$ cat config.mk
export PLATFORM = sky130hd
export DESIGN_NAME = lifo_list_with_search_remove_flat
export DESIGN_NICKNAME = d
export VERILOG_FILES = /design/src/lsr_pkg.sv /design/src/lsr_if.sv /design/src/lsr_cell.sv /design/src/lsr_chain.sv /design/src/lifo_list_with_search_remove.sv /design/src/flat_wrapper.sv
export VERILOG_INCLUDE_DIRS = /design/src /design/src/src
export SDC_FILE = /design/constraint.sdc
export NUM_CORES = 2
export LEC_CHECK = 0
export BUFFER_PORTS_ARGS = -buffer_cell sky130_fd_sc_hd__buf_2
export CAP_MARGIN = 20
export CORE_ASPECT_RATIO = 1.75
export CORE_UTILIZATION = 25
export DETAILED_ROUTE_END_ITERATION = 8
export PLACE_DENSITY = 0.44
export SYNTH_ARGS = -nofsm -noshare
export SYNTH_HDL_FRONTEND = slang
export SYNTH_SLANG_ARGS = --single-unit
$ cat constraint.sdc
create_clock -name clock -period 100.7 [get_ports clock]
set_clock_uncertainty 0.15 [all_clocks]
set_input_delay 0 -clock clock [delete_from_list [all_inputs] [get_ports clock]]
set_output_delay 0 -clock clock [all_outputs]
set_load 0.02 [all_outputs]
$ cat src/lifo_list_with_search_remove_defines.svh
// ----------------------------------------------------------------------------
// LIFO list assertion macros
// Shared assertion wrappers for the LIFO list with search and remove; empty
// when the code is read for synthesis.
// ----------------------------------------------------------------------------
`ifndef LIFO_LIST_WITH_SEARCH_REMOVE_DEFINES_SVH
`define LIFO_LIST_WITH_SEARCH_REMOVE_DEFINES_SVH

`ifndef SYNTHESIS

// Check that a property holds at every rising clock edge outside reset
`define LSR_ASSERT(lbl, clk, rst, prop) \
   lbl: assert property (@(posedge clk) disable iff (rst) (prop)) \
      else $error("lsr: property check failed");

// Check that a condition never occurs outside reset
`define LSR_NEVER(lbl, clk, rst, expr) \
   lbl: assert property (@(posedge clk) disable iff (rst) !(expr)) \
      else $error("lsr: forbidden condition seen");

`else

`define LSR_ASSERT(lbl, clk, rst, prop)
`define LSR_NEVER(lbl, clk, rst, expr)

`endif

`endif

$ cat src/lsr_pkg.sv
// ----------------------------------------------------------------------------
// LIFO list package
// Command and status codes, field widths and the cell control word.
// ----------------------------------------------------------------------------
`default_nettype none

package lsr_pkg;

   localparam int CMD_W    = 3;
   localparam int VALUE_W  = 32;
   localparam int STATUS_W = 2;
   localparam int COUNT_W  = 7;

   localparam logic [CMD_W-1:0] CMD_PUSH   = 3'd0;
   localparam logic [CMD_W-1:0] CMD_POP    = 3'd1;
   localparam logic [CMD_W-1:0] CMD_REMOVE = 3'd2;
   localparam logic [CMD_W-1:0] CMD_CLEAR  = 3'd3;
   localparam logic [CMD_W-1:0] CMD_FIND   = 3'd4;
   localparam logic [CMD_W-1:0] CMD_FRONT  = 3'd5;

   localparam logic [STATUS_W-1:0] STATUS_OK    = 2'd0;
   localparam logic [STATUS_W-1:0] STATUS_EMPTY = 2'd1;
   localparam logic [STATUS_W-1:0] STATUS_FULL  = 2'd2;

   // cell move codes
   localparam logic [1:0] MODE_HOLD = 2'd0;
   localparam logic [1:0] MODE_DOWN = 2'd1;
   localparam logic [1:0] MODE_UP   = 2'd2;

   typedef struct packed {
      logic [1:0] mode;
      logic       wr_en;
   } lsr_ctl_type;

endpackage

`default_nettype wire

$ cat src/lsr_if.sv
// ----------------------------------------------------------------------------
// LIFO list channel interfaces
// Valid/ready channels for command words and result words.
// ----------------------------------------------------------------------------
`default_nettype none

interface lsr_req_if import lsr_pkg::*; ();
   logic                      valid;
   logic                      ready;
   logic [CMD_W-1:0]          cmd;
   logic signed [VALUE_W-1:0] operand_value;

   modport source (output valid, output cmd, output operand_value, input ready);
   modport sink   (input valid, input cmd, input operand_value, output ready);
endinterface

interface lsr_rsp_if import lsr_pkg::*; ();
   logic                      valid;
   logic                      ready;
   logic [STATUS_W-1:0]       status;
   logic                      found;
   logic signed [VALUE_W-1:0] front_value;
   logic [COUNT_W-1:0]        count;

   modport source (output valid, output status, output found, output front_value,
                   output count, input ready);
   modport sink   (input valid, input status, input found, input front_value,
                   input count, output ready);
endinterface

`default_nettype wire

$ cat src/lsr_cell.sv
// ----------------------------------------------------------------------------
// LIFO list cell
// One stored value; takes its upper or lower neighbor, the tail write or holds.
// ----------------------------------------------------------------------------
`default_nettype none

module lsr_cell import lsr_pkg::*; (
   input  wire logic                      clock,
   input  wire lsr_ctl_type               ctl,
   input  wire logic                      wr_sel,
   input  wire logic signed [VALUE_W-1:0] down_in,
   input  wire logic signed [VALUE_W-1:0] up_in,
   input  wire logic signed [VALUE_W-1:0] tail_in,
   output      logic signed [VALUE_W-1:0] value
);

   logic signed [VALUE_W-1:0] value_ff;
   logic signed [VALUE_W-1:0] value_in;

   // pick the next value from the move code
   always_comb begin
      unique case (ctl.mode)
         MODE_HOLD: value_in = value_ff;
         MODE_DOWN: value_in = down_in;
         MODE_UP:   value_in = wr_sel ? tail_in : up_in;
         default:   value_in = value_ff;
      endcase
   end

   always_ff @(posedge clock) begin
      value_ff <= value_in;
   end

   assign value = value_ff;

endmodule

`default_nettype wire

$ cat src/lsr_chain.sv
// ----------------------------------------------------------------------------
// LIFO list cell chain
// Row of cells, front at cell 0; decodes the tail write index for each cell.
// ----------------------------------------------------------------------------
`default_nettype none

module lsr_chain import lsr_pkg::*; #(
   parameter int DEPTH = 64
) (
   input  wire logic                       clock,
   input  wire lsr_ctl_type                ctl,
   input  wire logic [$clog2(DEPTH)-1:0]   wr_idx,
   input  wire logic signed [VALUE_W-1:0]  push_data,
   output      logic signed [VALUE_W-1:0]  head_value
);

   localparam int IW = $clog2(DEPTH);

   logic signed [VALUE_W-1:0] vals [DEPTH];

   // build the row, each cell wired to its two neighbors
   for (genvar i = 0; i < DEPTH; i++) begin : g_cell
      logic signed [VALUE_W-1:0] down_w;
      logic signed [VALUE_W-1:0] up_w;
      logic                      sel_w;

      if (i == 0) begin : g_first
         assign down_w = push_data;
      end else begin : g_mid
         assign down_w = vals[i-1];
      end

      if (i == DEPTH - 1) begin : g_last
         assign up_w = '0;
      end else begin : g_inner
         assign up_w = vals[i+1];
      end

      assign sel_w = ctl.wr_en && (wr_idx == IW'(i));

      lsr_cell u_cell (
         .clock   (clock),
         .ctl     (ctl),
         .wr_sel  (sel_w),
         .down_in (down_w),
         .up_in   (up_w),
         .tail_in (vals[0]),
         .value   (vals[i])
      );
   end

   assign head_value = vals[0];

endmodule

`default_nettype wire

$ cat src/lifo_list_with_search_remove.sv
// ----------------------------------------------------------------------------
// LIFO list with search and remove
// Bounded list of signed 32-bit values held in a row of cells, newest first.
// ----------------------------------------------------------------------------
// Usage:
//   req_chan carries one command word (cmd, operand_value); rsp_chan returns
//   one result word per command (status, found, front_value, count). Both use
//   valid/ready; a word moves on a clock edge with valid and ready high.
//   Push, pop, clear, read front and unused codes load the result word at once:
//   it is valid the cycle after the command is taken.
//   Find and remove rotate the whole list through the front cell, one entry a
//   cycle, dropping matches on remove; the result word is loaded as the last
//   entry passes cell 0, or at once when the list is empty.
//   One command is in work at a time; a new command is taken once the block
//   is idle and the result register is empty or being read in that cycle, so
//   simple commands sustain one word per cycle while the receiver keeps up.
//   A stalled receiver holds the result word and blocks further commands.
//   Synchronous reset empties the list and drops any pending result; stored
//   values themselves are not cleared.
// ----------------------------------------------------------------------------
`default_nettype none
`include "lifo_list_with_search_remove_defines.svh"

module lifo_list_with_search_remove import lsr_pkg::*; #(
   parameter int DEPTH = 64
) (
   input  wire logic  clock,
   input  wire logic  reset,
   lsr_req_if.sink    req_chan,
   lsr_rsp_if.source  rsp_chan
);

   localparam int CW = $clog2(DEPTH + 1);
   localparam int IW = $clog2(DEPTH);
   localparam logic [CW-1:0] DEPTH_C = CW'(DEPTH);
   localparam logic [CW-1:0] ONE_C   = CW'(1);

   localparam logic S_IDLE = 1'b0;
   localparam logic S_RUN  = 1'b1;

   logic                      state_ff, state_in;
   logic [CMD_W-1:0]          cmd_ff, cmd_in;
   logic signed [VALUE_W-1:0] opnd_ff, opnd_in;
   logic [CW-1:0]             cnt_ff, cnt_in;
   logic [CW-1:0]             r_ff, r_in;
   logic [CW-1:0]             k_ff, k_in;
   logic                      found_ff, found_in;

   logic                      rsp_valid_ff, rsp_valid_in;
   logic [STATUS_W-1:0]       rsp_status_ff, rsp_status_in;
   logic                      rsp_found_ff, rsp_found_in;
   logic signed [VALUE_W-1:0] rsp_front_ff, rsp_front_in;
   logic [COUNT_W-1:0]        rsp_count_ff, rsp_count_in;

   logic                      accept;
   logic                      rsp_load;
   logic                      keep;
   logic                      head_match;
   logic [CW-1:0]             tail_pos;
   logic [CW+COUNT_W-1:0]     cnt_ext;
   logic signed [VALUE_W-1:0] head_value;
   lsr_ctl_type               ctl;

   // take a command only when idle and the result register frees up
   assign req_chan.ready = (state_ff == S_IDLE) && (!rsp_valid_ff || rsp_chan.ready);
   assign accept         = req_chan.valid && req_chan.ready;

   assign head_match = (head_value == opnd_ff);
   assign keep       = (cmd_ff == CMD_FIND) || !head_match;
   assign tail_pos   = r_ff + k_ff - ONE_C;

   // command decode and rotation control
   always_comb begin
      state_in      = state_ff;
      cmd_in        = cmd_ff;
      opnd_in       = opnd_ff;
      cnt_in        = cnt_ff;
      r_in          = r_ff;
      k_in          = k_ff;
      found_in      = found_ff;
      rsp_load      = 1'b0;
      rsp_status_in = STATUS_OK;
      rsp_found_in  = 1'b0;
      rsp_front_in  = '0;
      ctl.mode      = MODE_HOLD;
      ctl.wr_en     = 1'b0;

      if (state_ff == S_RUN) begin
         // move the front entry to the tail, or drop it on a match
         ctl.mode  = MODE_UP;
         ctl.wr_en = keep;
         r_in      = r_ff - ONE_C;
         k_in      = k_ff + CW'(keep);
         found_in  = found_ff | head_match;
         if (r_ff == ONE_C) begin
            state_in = S_IDLE;
            rsp_load = 1'b1;
            if (cmd_ff == CMD_FIND) begin
               rsp_found_in = found_ff | head_match;
            end else begin
               cnt_in = k_ff + CW'(keep);
            end
         end
      end else if (accept) begin
         rsp_load = 1'b1;
         unique case (req_chan.cmd)
            CMD_PUSH: begin
               if (cnt_ff == DEPTH_C) begin
                  rsp_status_in = STATUS_FULL;
               end else begin
                  ctl.mode = MODE_DOWN;
                  cnt_in   = cnt_ff + ONE_C;
               end
            end
            CMD_POP: begin
               if (cnt_ff == '0) begin
                  rsp_status_in = STATUS_EMPTY;
               end else begin
                  ctl.mode = MODE_UP;
                  cnt_in   = cnt_ff - ONE_C;
               end
            end
            CMD_CLEAR: begin
               cnt_in = '0;
            end
            CMD_FRONT: begin
               if (cnt_ff == '0) begin
                  rsp_status_in = STATUS_EMPTY;
               end else begin
                  rsp_front_in = head_value;
               end
            end
            CMD_REMOVE, CMD_FIND: begin
               // start a full rotation unless the list is empty
               if (cnt_ff != '0) begin
                  rsp_load = 1'b0;
                  state_in = S_RUN;
                  cmd_in   = req_chan.cmd;
                  opnd_in  = req_chan.operand_value;
                  r_in     = cnt_ff;
                  k_in     = '0;
                  found_in = 1'b0;
               end
            end
            default: begin
            end
         endcase
      end
   end

   assign cnt_ext      = {{COUNT_W{1'b0}}, cnt_in};
   assign rsp_count_in = cnt_ext[COUNT_W-1:0];

   // hold the result word until taken
   always_comb begin
      rsp_valid_in = rsp_valid_ff && !rsp_chan.ready;
      if (rsp_load) begin
         rsp_valid_in = 1'b1;
      end
   end

   always_ff @(posedge clock) begin
      if (reset) begin
         state_ff     <= S_IDLE;
         cnt_ff       <= '0;
         r_ff         <= '0;
         k_ff         <= '0;
         found_ff     <= 1'b0;
         rsp_valid_ff <= 1'b0;
      end else begin
         state_ff     <= state_in;
         cnt_ff       <= cnt_in;
         r_ff         <= r_in;
         k_ff         <= k_in;
         found_ff     <= found_in;
         rsp_valid_ff <= rsp_valid_in;
      end
   end

   always_ff @(posedge clock) begin
      cmd_ff  <= cmd_in;
      opnd_ff <= opnd_in;
      if (rsp_load) begin
         rsp_status_ff <= rsp_status_in;
         rsp_found_ff  <= rsp_found_in;
         rsp_front_ff  <= rsp_front_in;
         rsp_count_ff  <= rsp_count_in;
      end
   end

   lsr_chain #(
      .DEPTH (DEPTH)
   ) u_chain (
      .clock      (clock),
      .ctl        (ctl),
      .wr_idx     (tail_pos[IW-1:0]),
      .push_data  (req_chan.operand_value),
      .head_value (head_value)
   );

   assign rsp_chan.valid       = rsp_valid_ff;
   assign rsp_chan.status      = rsp_status_ff;
   assign rsp_chan.found       = rsp_found_ff;
   assign rsp_chan.front_value = rsp_front_ff;
   assign rsp_chan.count       = rsp_count_ff;

   // checks
   `LSR_NEVER(a_cnt_bound, clock, reset, cnt_ff > DEPTH_C)
   `LSR_NEVER(a_no_take_in_run, clock, reset, (state_ff == S_RUN) && req_chan.ready)
   `LSR_NEVER(a_run_has_work, clock, reset, (state_ff == S_RUN) && (r_ff == '0))
   `LSR_ASSERT(a_run_ends, clock, reset, ((state_ff == S_RUN) && (r_ff == ONE_C)) |=> ((state_ff == S_IDLE) && rsp_valid_ff))
   `LSR_ASSERT(a_push_grows, clock, reset, (accept && (req_chan.cmd == CMD_PUSH) && (cnt_ff != DEPTH_C)) |=> (cnt_ff == $past(cnt_ff) + ONE_C))

endmodule

`default_nettype wire

$ cat src/flat_wrapper.sv
// flat-port wrapper written by rule: the top's interface ports become plain ports
module lifo_list_with_search_remove_flat import lsr_pkg::*;
#(
   parameter int DEPTH = 64
)
  (clock, reset, req_chan_valid, req_chan_cmd, req_chan_operand_value, req_chan_ready, rsp_chan_valid, rsp_chan_status, rsp_chan_found, rsp_chan_front_value, rsp_chan_count, rsp_chan_ready);
  lsr_req_if req_chan_i ();
  lsr_rsp_if rsp_chan_i ();
  input  wire logic clock;
  input  wire logic reset;
  input wire logic [$bits(req_chan_i.valid)-1:0] req_chan_valid;
  input wire logic [$bits(req_chan_i.cmd)-1:0] req_chan_cmd;
  input wire logic [$bits(req_chan_i.operand_value)-1:0] req_chan_operand_value;
  output wire logic [$bits(req_chan_i.ready)-1:0] req_chan_ready;
  output wire logic [$bits(rsp_chan_i.valid)-1:0] rsp_chan_valid;
  output wire logic [$bits(rsp_chan_i.status)-1:0] rsp_chan_status;
  output wire logic [$bits(rsp_chan_i.found)-1:0] rsp_chan_found;
  output wire logic [$bits(rsp_chan_i.front_value)-1:0] rsp_chan_front_value;
  output wire logic [$bits(rsp_chan_i.count)-1:0] rsp_chan_count;
  input wire logic [$bits(rsp_chan_i.ready)-1:0] rsp_chan_ready;
  assign req_chan_i.valid = req_chan_valid;
  assign req_chan_i.cmd = req_chan_cmd;
  assign req_chan_i.operand_value = req_chan_operand_value;
  assign req_chan_ready = req_chan_i.ready;
  assign rsp_chan_valid = rsp_chan_i.valid;
  assign rsp_chan_status = rsp_chan_i.status;
  assign rsp_chan_found = rsp_chan_i.found;
  assign rsp_chan_front_value = rsp_chan_i.front_value;
  assign rsp_chan_count = rsp_chan_i.count;
  assign rsp_chan_i.ready = rsp_chan_ready;
  lifo_list_with_search_remove #(.DEPTH(DEPTH)) u_core (.clock(clock), .reset(reset), .req_chan(req_chan_i), .rsp_chan(rsp_chan_i));
endmodule
### Yosys cells after proc, flatten, opt, wreduce, memory -nomap -nowiden

Cells that the tools add are included.

* add/subtract/negate cells: 6
* multipliers: 0
* div/mod/pow operators: 0
* order comparisons: 0
* eq/ne operators: 75
* shift operators: 0
* mux-type cells: 167
* bitwise logic cells: 4
* reductions and logical operators: 88

Operators by type and width (count)
* one-hot mux 32 bit (2 select lines): 64
* two-way mux 32 bit: 64
* == test 6 bit (second input constant): 32
* two-way mux 7 bit: 14
* == test 6 x 5 -> 1 bit (second input constant): 16
* logical AND 1 bit: 67
* == test 6 x 4 -> 1 bit (second input constant): 8
* == test 32 bit: 1
* == test 6 x 3 -> 1 bit (second input constant): 4
* one-hot mux 7 bit (3 select lines): 1
* two-way mux 1 bit: 18
* subtractor 7 x 1 -> 7 bit (second input constant): 2
* == test 6 x 2 -> 1 bit (second input constant): 2
* == test 3 bit (second input constant): 3
* two-way mux 2 bit: 4
* one-hot mux 2 bit (2 select lines): 2
* nonzero test 2 bit: 4
* adder 7 x 1 -> 7 bit: 1
* adder 7 x 1 -> 7 bit (second input constant): 1
* == test 7 x 1 -> 1 bit (second input constant): 1
* == test 7 bit (second input constant): 1
* logical NOT 7 bit: 1
* nonzero test 7 bit: 1
* adder 6 bit: 1
* 18 further kinds: 27

* register bits: 2149
* bits in latches: 0
* memory bits (writable): 0
* bits in read-only memories: 0
* bits of input ports: 39
* output and inout port bits: 44
* word-level logic and storage cells: 416
* memories kept: 0

### Longest topological paths before layout

* depth in word-level cells: 9
* gate-level depth with buffers: 15
* depth with buffers taken out: 12

### By module

From an unflattened synthesis, not the netlist that was laid out.

* cell total of the unflattened synthesis: 9616
* area total of the unflattened synthesis: 113396.3 sq um

Modules (own cells, without submodules)
* lsr_cell: instances 64, cells each 142, area an instance 1686.6 sq um, seq. area each 960.9 sq um
* lifo_list_with_search_remove: instances 1, cells each 434, area an instance 4979.8 sq um, seq. area each 2792.7 sq um
* lsr_chain: instances 1, cells each 94, area an instance 473.0 sq um, seq. area each 0.0 sq um

### Least setup slack after synthesis

No wires, ideal clock.

* kind: reg2reg
* from: reg u_core.cnt_ff[0]
* to: reg u_core.u_chain.g_cell[10].u_cell.value_ff[0] (enable)
* library setup time: 2344 ps
* data arrival time: 41322 ps
* required time: 98206 ps
* slack: 56883 ps
* stages on the path, launching flop included: 11
* buffers on the path: 2
* period minus slack after synthesis: 43817 ps
* cell sequence: dfxtp_1 clkbuf_1 inv_1 ha_1 or4b_1 buf_2 or2_2 o21ai_0 o21ai_0 ha_1 inv_1

* word-level cells in the longest chain between the ends: 7
* elaborated cells on any way between the ends: 10
* classes of those cells: 3 x eq/ne; 5 x mux; 2 x reduce/logical

RTL lines
* start, declared: RTL line lifo_list_with_search_remove.sv:44 `logic [CW-1:0] cnt_ff, cnt_in;`
* start signal, assigned: RTL line lifo_list_with_search_remove.sv:172 `cnt_ff <= cnt_in;`
* == test 7 bit or logical NOT 7 bit (tied branches): RTL line lifo_list_with_search_remove.sv:108, lifo_list_with_search_remove.sv:116
* two-way mux 1 bit or two-way mux 2 bit (tied branches): RTL line lifo_list_with_search_remove.sv:108, lifo_list_with_search_remove.sv:116
* one-hot mux 2 bit (2 select lines) (*): RTL line lifo_list_with_search_remove.sv:106 `unique case (req_chan.cmd)`
* two-way mux 2 bit (*): RTL line lifo_list_with_search_remove.sv:104 `end else if (accept) begin`
* two-way mux 2 bit (*): RTL line lifo_list_with_search_remove.sv:88 `if (state_ff == S_RUN) begin`
* == test 2 x 1 -> 1 bit or == test 2 bit (tied branches): RTL line lsr_cell.sv:22 `unique case (ctl.mode)`
* nonzero test 2 bit (no source line) (*)
* end signal, assigned: RTL line lsr_cell.sv:31 `value_ff <= value_in;`
* end, declared: RTL line lsr_cell.sv:17 `logic signed [VALUE_W-1:0] value_ff;`

Every way passes the cells marked *; elsewhere a longest branch is shown, timed or not.
A chain may end at the register's enable or synchronous reset.

### Final worst setup path

* from: reg u_core.cnt_ff[0]
* to: reg u_core.u_chain.g_cell[43].u_cell.value_ff[28] (enable)

* word-level cells in the longest chain between the ends: 7
* elaborated cells on any way between the ends: 10
* classes of those cells: 3 x eq/ne; 5 x mux; 2 x reduce/logical

RTL lines (RTL line)
* == test 7 bit or logical NOT 7 bit (tied branches): lifo_list_with_search_remove.sv:108, lifo_list_with_search_remove.sv:116
* two-way mux 1 bit or two-way mux 2 bit (tied branches): lifo_list_with_search_remove.sv:108, lifo_list_with_search_remove.sv:116
* one-hot mux 2 bit (2 select lines) (*): lifo_list_with_search_remove.sv:106
* two-way mux 2 bit (*): lifo_list_with_search_remove.sv:104
* two-way mux 2 bit (*): lifo_list_with_search_remove.sv:88
* == test 2 x 1 -> 1 bit or == test 2 bit (tied branches): lsr_cell.sv:22
* nonzero test 2 bit (no source line) (*)
* end signal, assigned: lsr_cell.sv:31
* end, declared: lsr_cell.sv:17

Marks and branches as above.

==> flow_summary_export.csv <==
group,metric,value,unit
sta,post-route-min-period,10.98,ns
worst_setup_path,timing.critical_path.slowest_cell_delay,0.87,ns
grt,grt_pass1_wl,693000,um
placement,detailed_place.area,118000,um^2
final_layout,fillerInstances,47700,
floorplanning,start_util,25.1,%
drt,drc,0,
final_layout,footprint_of_the_multi_input_gates,43000,um^2
grt,first_global_vias,101000,
grt,globalRouteMet1Util,24.3,%
synthesis,synth.top_cells.by_area,"edfxtp_1 56%, a31oi_1 11%, nand3_1 8.7%",
synthesis,synth.yosys.warnings,0,
floorplanning,placement_rows,327,
worst_setup_path,critPathSlowestCell,"buf_4",
sta,max_slew_margin,23.7,%
final_layout,ff_latch_area,64300,um^2
pwr,peakVddDrop,0.0133,mV
clock_tree,clkLatencyLatePin,0.94,ns
drt,ant_nets,0,
floorplanning,die_width,512,um
synthesis,postSynthNetCount,12100,
drt,route.vias.total,100000,
drt,vias_per_cell,5.81,
floorplanning,coreArea,453000,um^2
pwr,pwr_density_cell,15.3,nW/um^2
synthesis,syn_area_per_cell,9.42,um^2
sta,timing.setup.tns,0,ns
final_layout,fin_area,125000,um^2
final_layout,number_of_standard_cells_in_the_final_layout_excluding_fillers,17200,
floorplanning,ios,83,
clock_tree,tritoncts_num_sinks,2149,
min_path,worstHoldPathType,"in2reg",
placement,globalplace.congestion,0.775,
worst_setup_path,worstPathCellList,"inv_1 > ha_1 > or4b_1 > or2_2 > o21ai_0 > o21ai_0 > ha_4 > inv_8 > buf_12 > buf_4 > buf_4 > buf_4 > buf_4 > buf_4 > buf_4 > buf_4",
synthesis,synth.most_common_cell,"edfxtp_1",
worst_setup_path,crit_buf_inv,10,
drt,initialDrtViolationCount,11900,
synthesis,yosysTopAreaCellShare,56.1,%
synthesis,synth-async-reset-ratio,0,%
placement,port-buffer-count,82,
worst_setup_path,criticalPathCategory,"reg2reg",
grt,grt-ovfl-total,0,
sta,report.final.slew_viol_count,0,
worst_setup_path,cp_data_required_time,101.04,ns
pwr,total_power,1.91,mW
sta,fmax,0.0911,GHz
grt,grt-busiest-layer,"met2",
final_layout,final_net_count,11200,
pwr,leakage,36.2,nW
clock_tree,clk_root_buffer_cell,"clkbuf_16",
floorplanning,chipHeight,894,um
grt,groute.usage.overall,19.8,%
floorplanning,die-area,457000,um^2
sta,rsz0062_at_grt,"no",
worst_setup_path,critical_path.max_fanout,152,
worst_setup_path,timing.critical_path.mode_cell,"buf_4",
synthesis,synth_cell_count_leaders,"2125 x edfxtp_1, 1999 x nor2_1, 1972 x nand3_1",
synthesis,yosys_most_used_dff,"edfxtp_1",
drt,wl_per_cell,27.5,um
worst_setup_path,critPathTopFamily,"buffers and inverters",
sta,timing_hold_violations_final,0,
placement,dp.cells,16800,
synthesis,number_of_register_bits_inferred_by_synthesis,2149,
synthesis,ys_seq_area_share,56.6,%
clock_tree,number_of_clock_buffers_inserted_by_tritoncts,213,
synthesis,netlist_area,114000,um^2
grt,globalRouteMet2Util,35.6,%
placement,detailed_place_hpwl,229000,um
outcome,result_of_the_run,"finished clean",
synthesis,number_of_synthesized_flops_with_an_enable_pin,2125,
synthesis,synth_cell_types,68,
worst_setup_path,worst_setup_ep_type,"register",
worst_setup_path,timing.critical_path.from_type,"register",
sta,worst-slew-pin-transition,1.14,ns
final_layout,layout-area-overhead-vs-synth,9.87,%
drt,firstDrtPassIters,7,
clock_tree,cts_tree,"done",
synthesis,dominant_cell_type_by_area_after_synthesis,"edfxtp_1",
final_layout,layout_cell_share_with_drive_strength_beyond_1,6.29,%
worst_setup_path,worst-endpoint-arrival,11.32,ns
grt,global_route.usage.met3,2.02,%
clock_tree,cts.clk_slew.worst_paths,0.07,ns
synthesis,post_synth_inst_count,12100,
sta,setup_violations,0,
clock_tree,cts_max_level,4,
run,drv.max_cap_violation_count,0,
sta,finalHoldWorstSlack,0.0647,ns
grt,grt_antenna_before_repair,29,
sta,final.period_utilization,10.9,%
drt,post_route_wl,473000,um
grt,grt_start_max_net_pins,206,
clock_tree,clockBufferDepth,4,
[registers in the layout, summed over array words and instances (netlist names)]
name                                flops
u_core.u_chain.g_cell.u_cell.value   2048
u_core.opnd_ff                         32
u_core.rsp_chan.front_value            32
u_core.cnt_ff                           7
u_core.k_ff                             7
u_core.r_ff                             7
u_core.rsp_chan.count                   7
u_core.cmd_ff                           3
u_core.rsp_chan.status                  2
u_core.found_ff                         1
u_core.rsp_chan.found                   1
u_core.rsp_chan.valid                   1
u_core.state_ff                         1
[worst paths after layout]
check,start,end,slack [ns],cells after the start
max,u_core.cnt_ff[0],u_core.u_chain.g_cell[43].u_cell.value[28],89.72,16
min,req_chan_operand_value[10],u_core.u_chain.g_cell[0].u_cell.value[10],0.06,3
max reg2reg,u_core.cnt_ff[0],u_core.u_chain.g_cell[43].u_cell.value[28],89.72,16
min reg2reg,u_core.found_ff,u_core.found_ff,0.33,2
[timing repair]
| item | 4_1_cts | 5_1_grt |
|---|---|---|
| hold endpoints to repair | 110 | 0 |
| gates resized for setup | 0 | 0 |
| setup buffers | 0 | 0 |
| hold buffers | 78 | 0 |
[layout by cell type (no fill, tap or decap), drive strengths merged, types with 18 or more instances in the layout]
| cell type | instances |
|---|---|
| nand3 | 1972 |
| nor2 | 1999 |
| a31oi | 1960 |
| xor2 | 40 |
| clkinv | 94 |
| dfxtp | 24 |
| mux2 | 64 |
| and2 | 33 |
| inv | 63 |
| buf | 336 |
| a21oi | 18 |
| edfxtp | 2125 |
| o21ai | 1999 |
| nand4 | 36 |
| dlygate4sd3 | 78 |
| clkbuf | 262 |
| nand2 | 44 |
[per-layer routing]
layer / up-vias / part of all wire, %
met4: 26 / 3.3
met5: - / 0.042
met3: 745 / 5.6
li1: 43400 / -
met2: 3884 / 51
met1: 52000 / 41
[worst min-delay path: stages]
cell,delay (ns)
dlygate4sd3_1,0.53
buf_2,0.28
mux2_2,0.21
[final cells by class]
type	instances	share of cell area [%]
clock inverters	114	0.708
multi-input cells	8294	34.4
flip-flops and latches	2149	51.5
diodes	8	0.0160
repair buffers	414	2.75
inverters	62	0.193
clock buffers	262	4.48
well taps	5922	5.93
[where the power goes]
group	total, mW	switching (mW)	internal (mW)
Sequential	1.01	0.0104	0.999
Combinational	0.0782	0.0593	0.0188
Clock	0.820	0.392	0.429
[cell families (layout without fill, tap and decap cells)]
group,after synthesis,in the layout,synth area share [%]
mux,66,66,0.652
simple gates,4140,4140,16.2
compound gates,4020,4020,20.1
buf+inv,1624,852,5.93
fa+ha+maj,18,18,0.205
flops,2149,2149,56.6
xor+xnor,50,50,0.385
other cells,0,8,0
[stage by stage]
step	worst slack, ns	util [%]
floorplan	56.88	-
global placement	89.79	25.9
detailed placement	89.82	26.0
CTS	89.78	27.6
global route	89.16	27.6
finish	89.72	27.6
(Power assumes the default switching activity.)
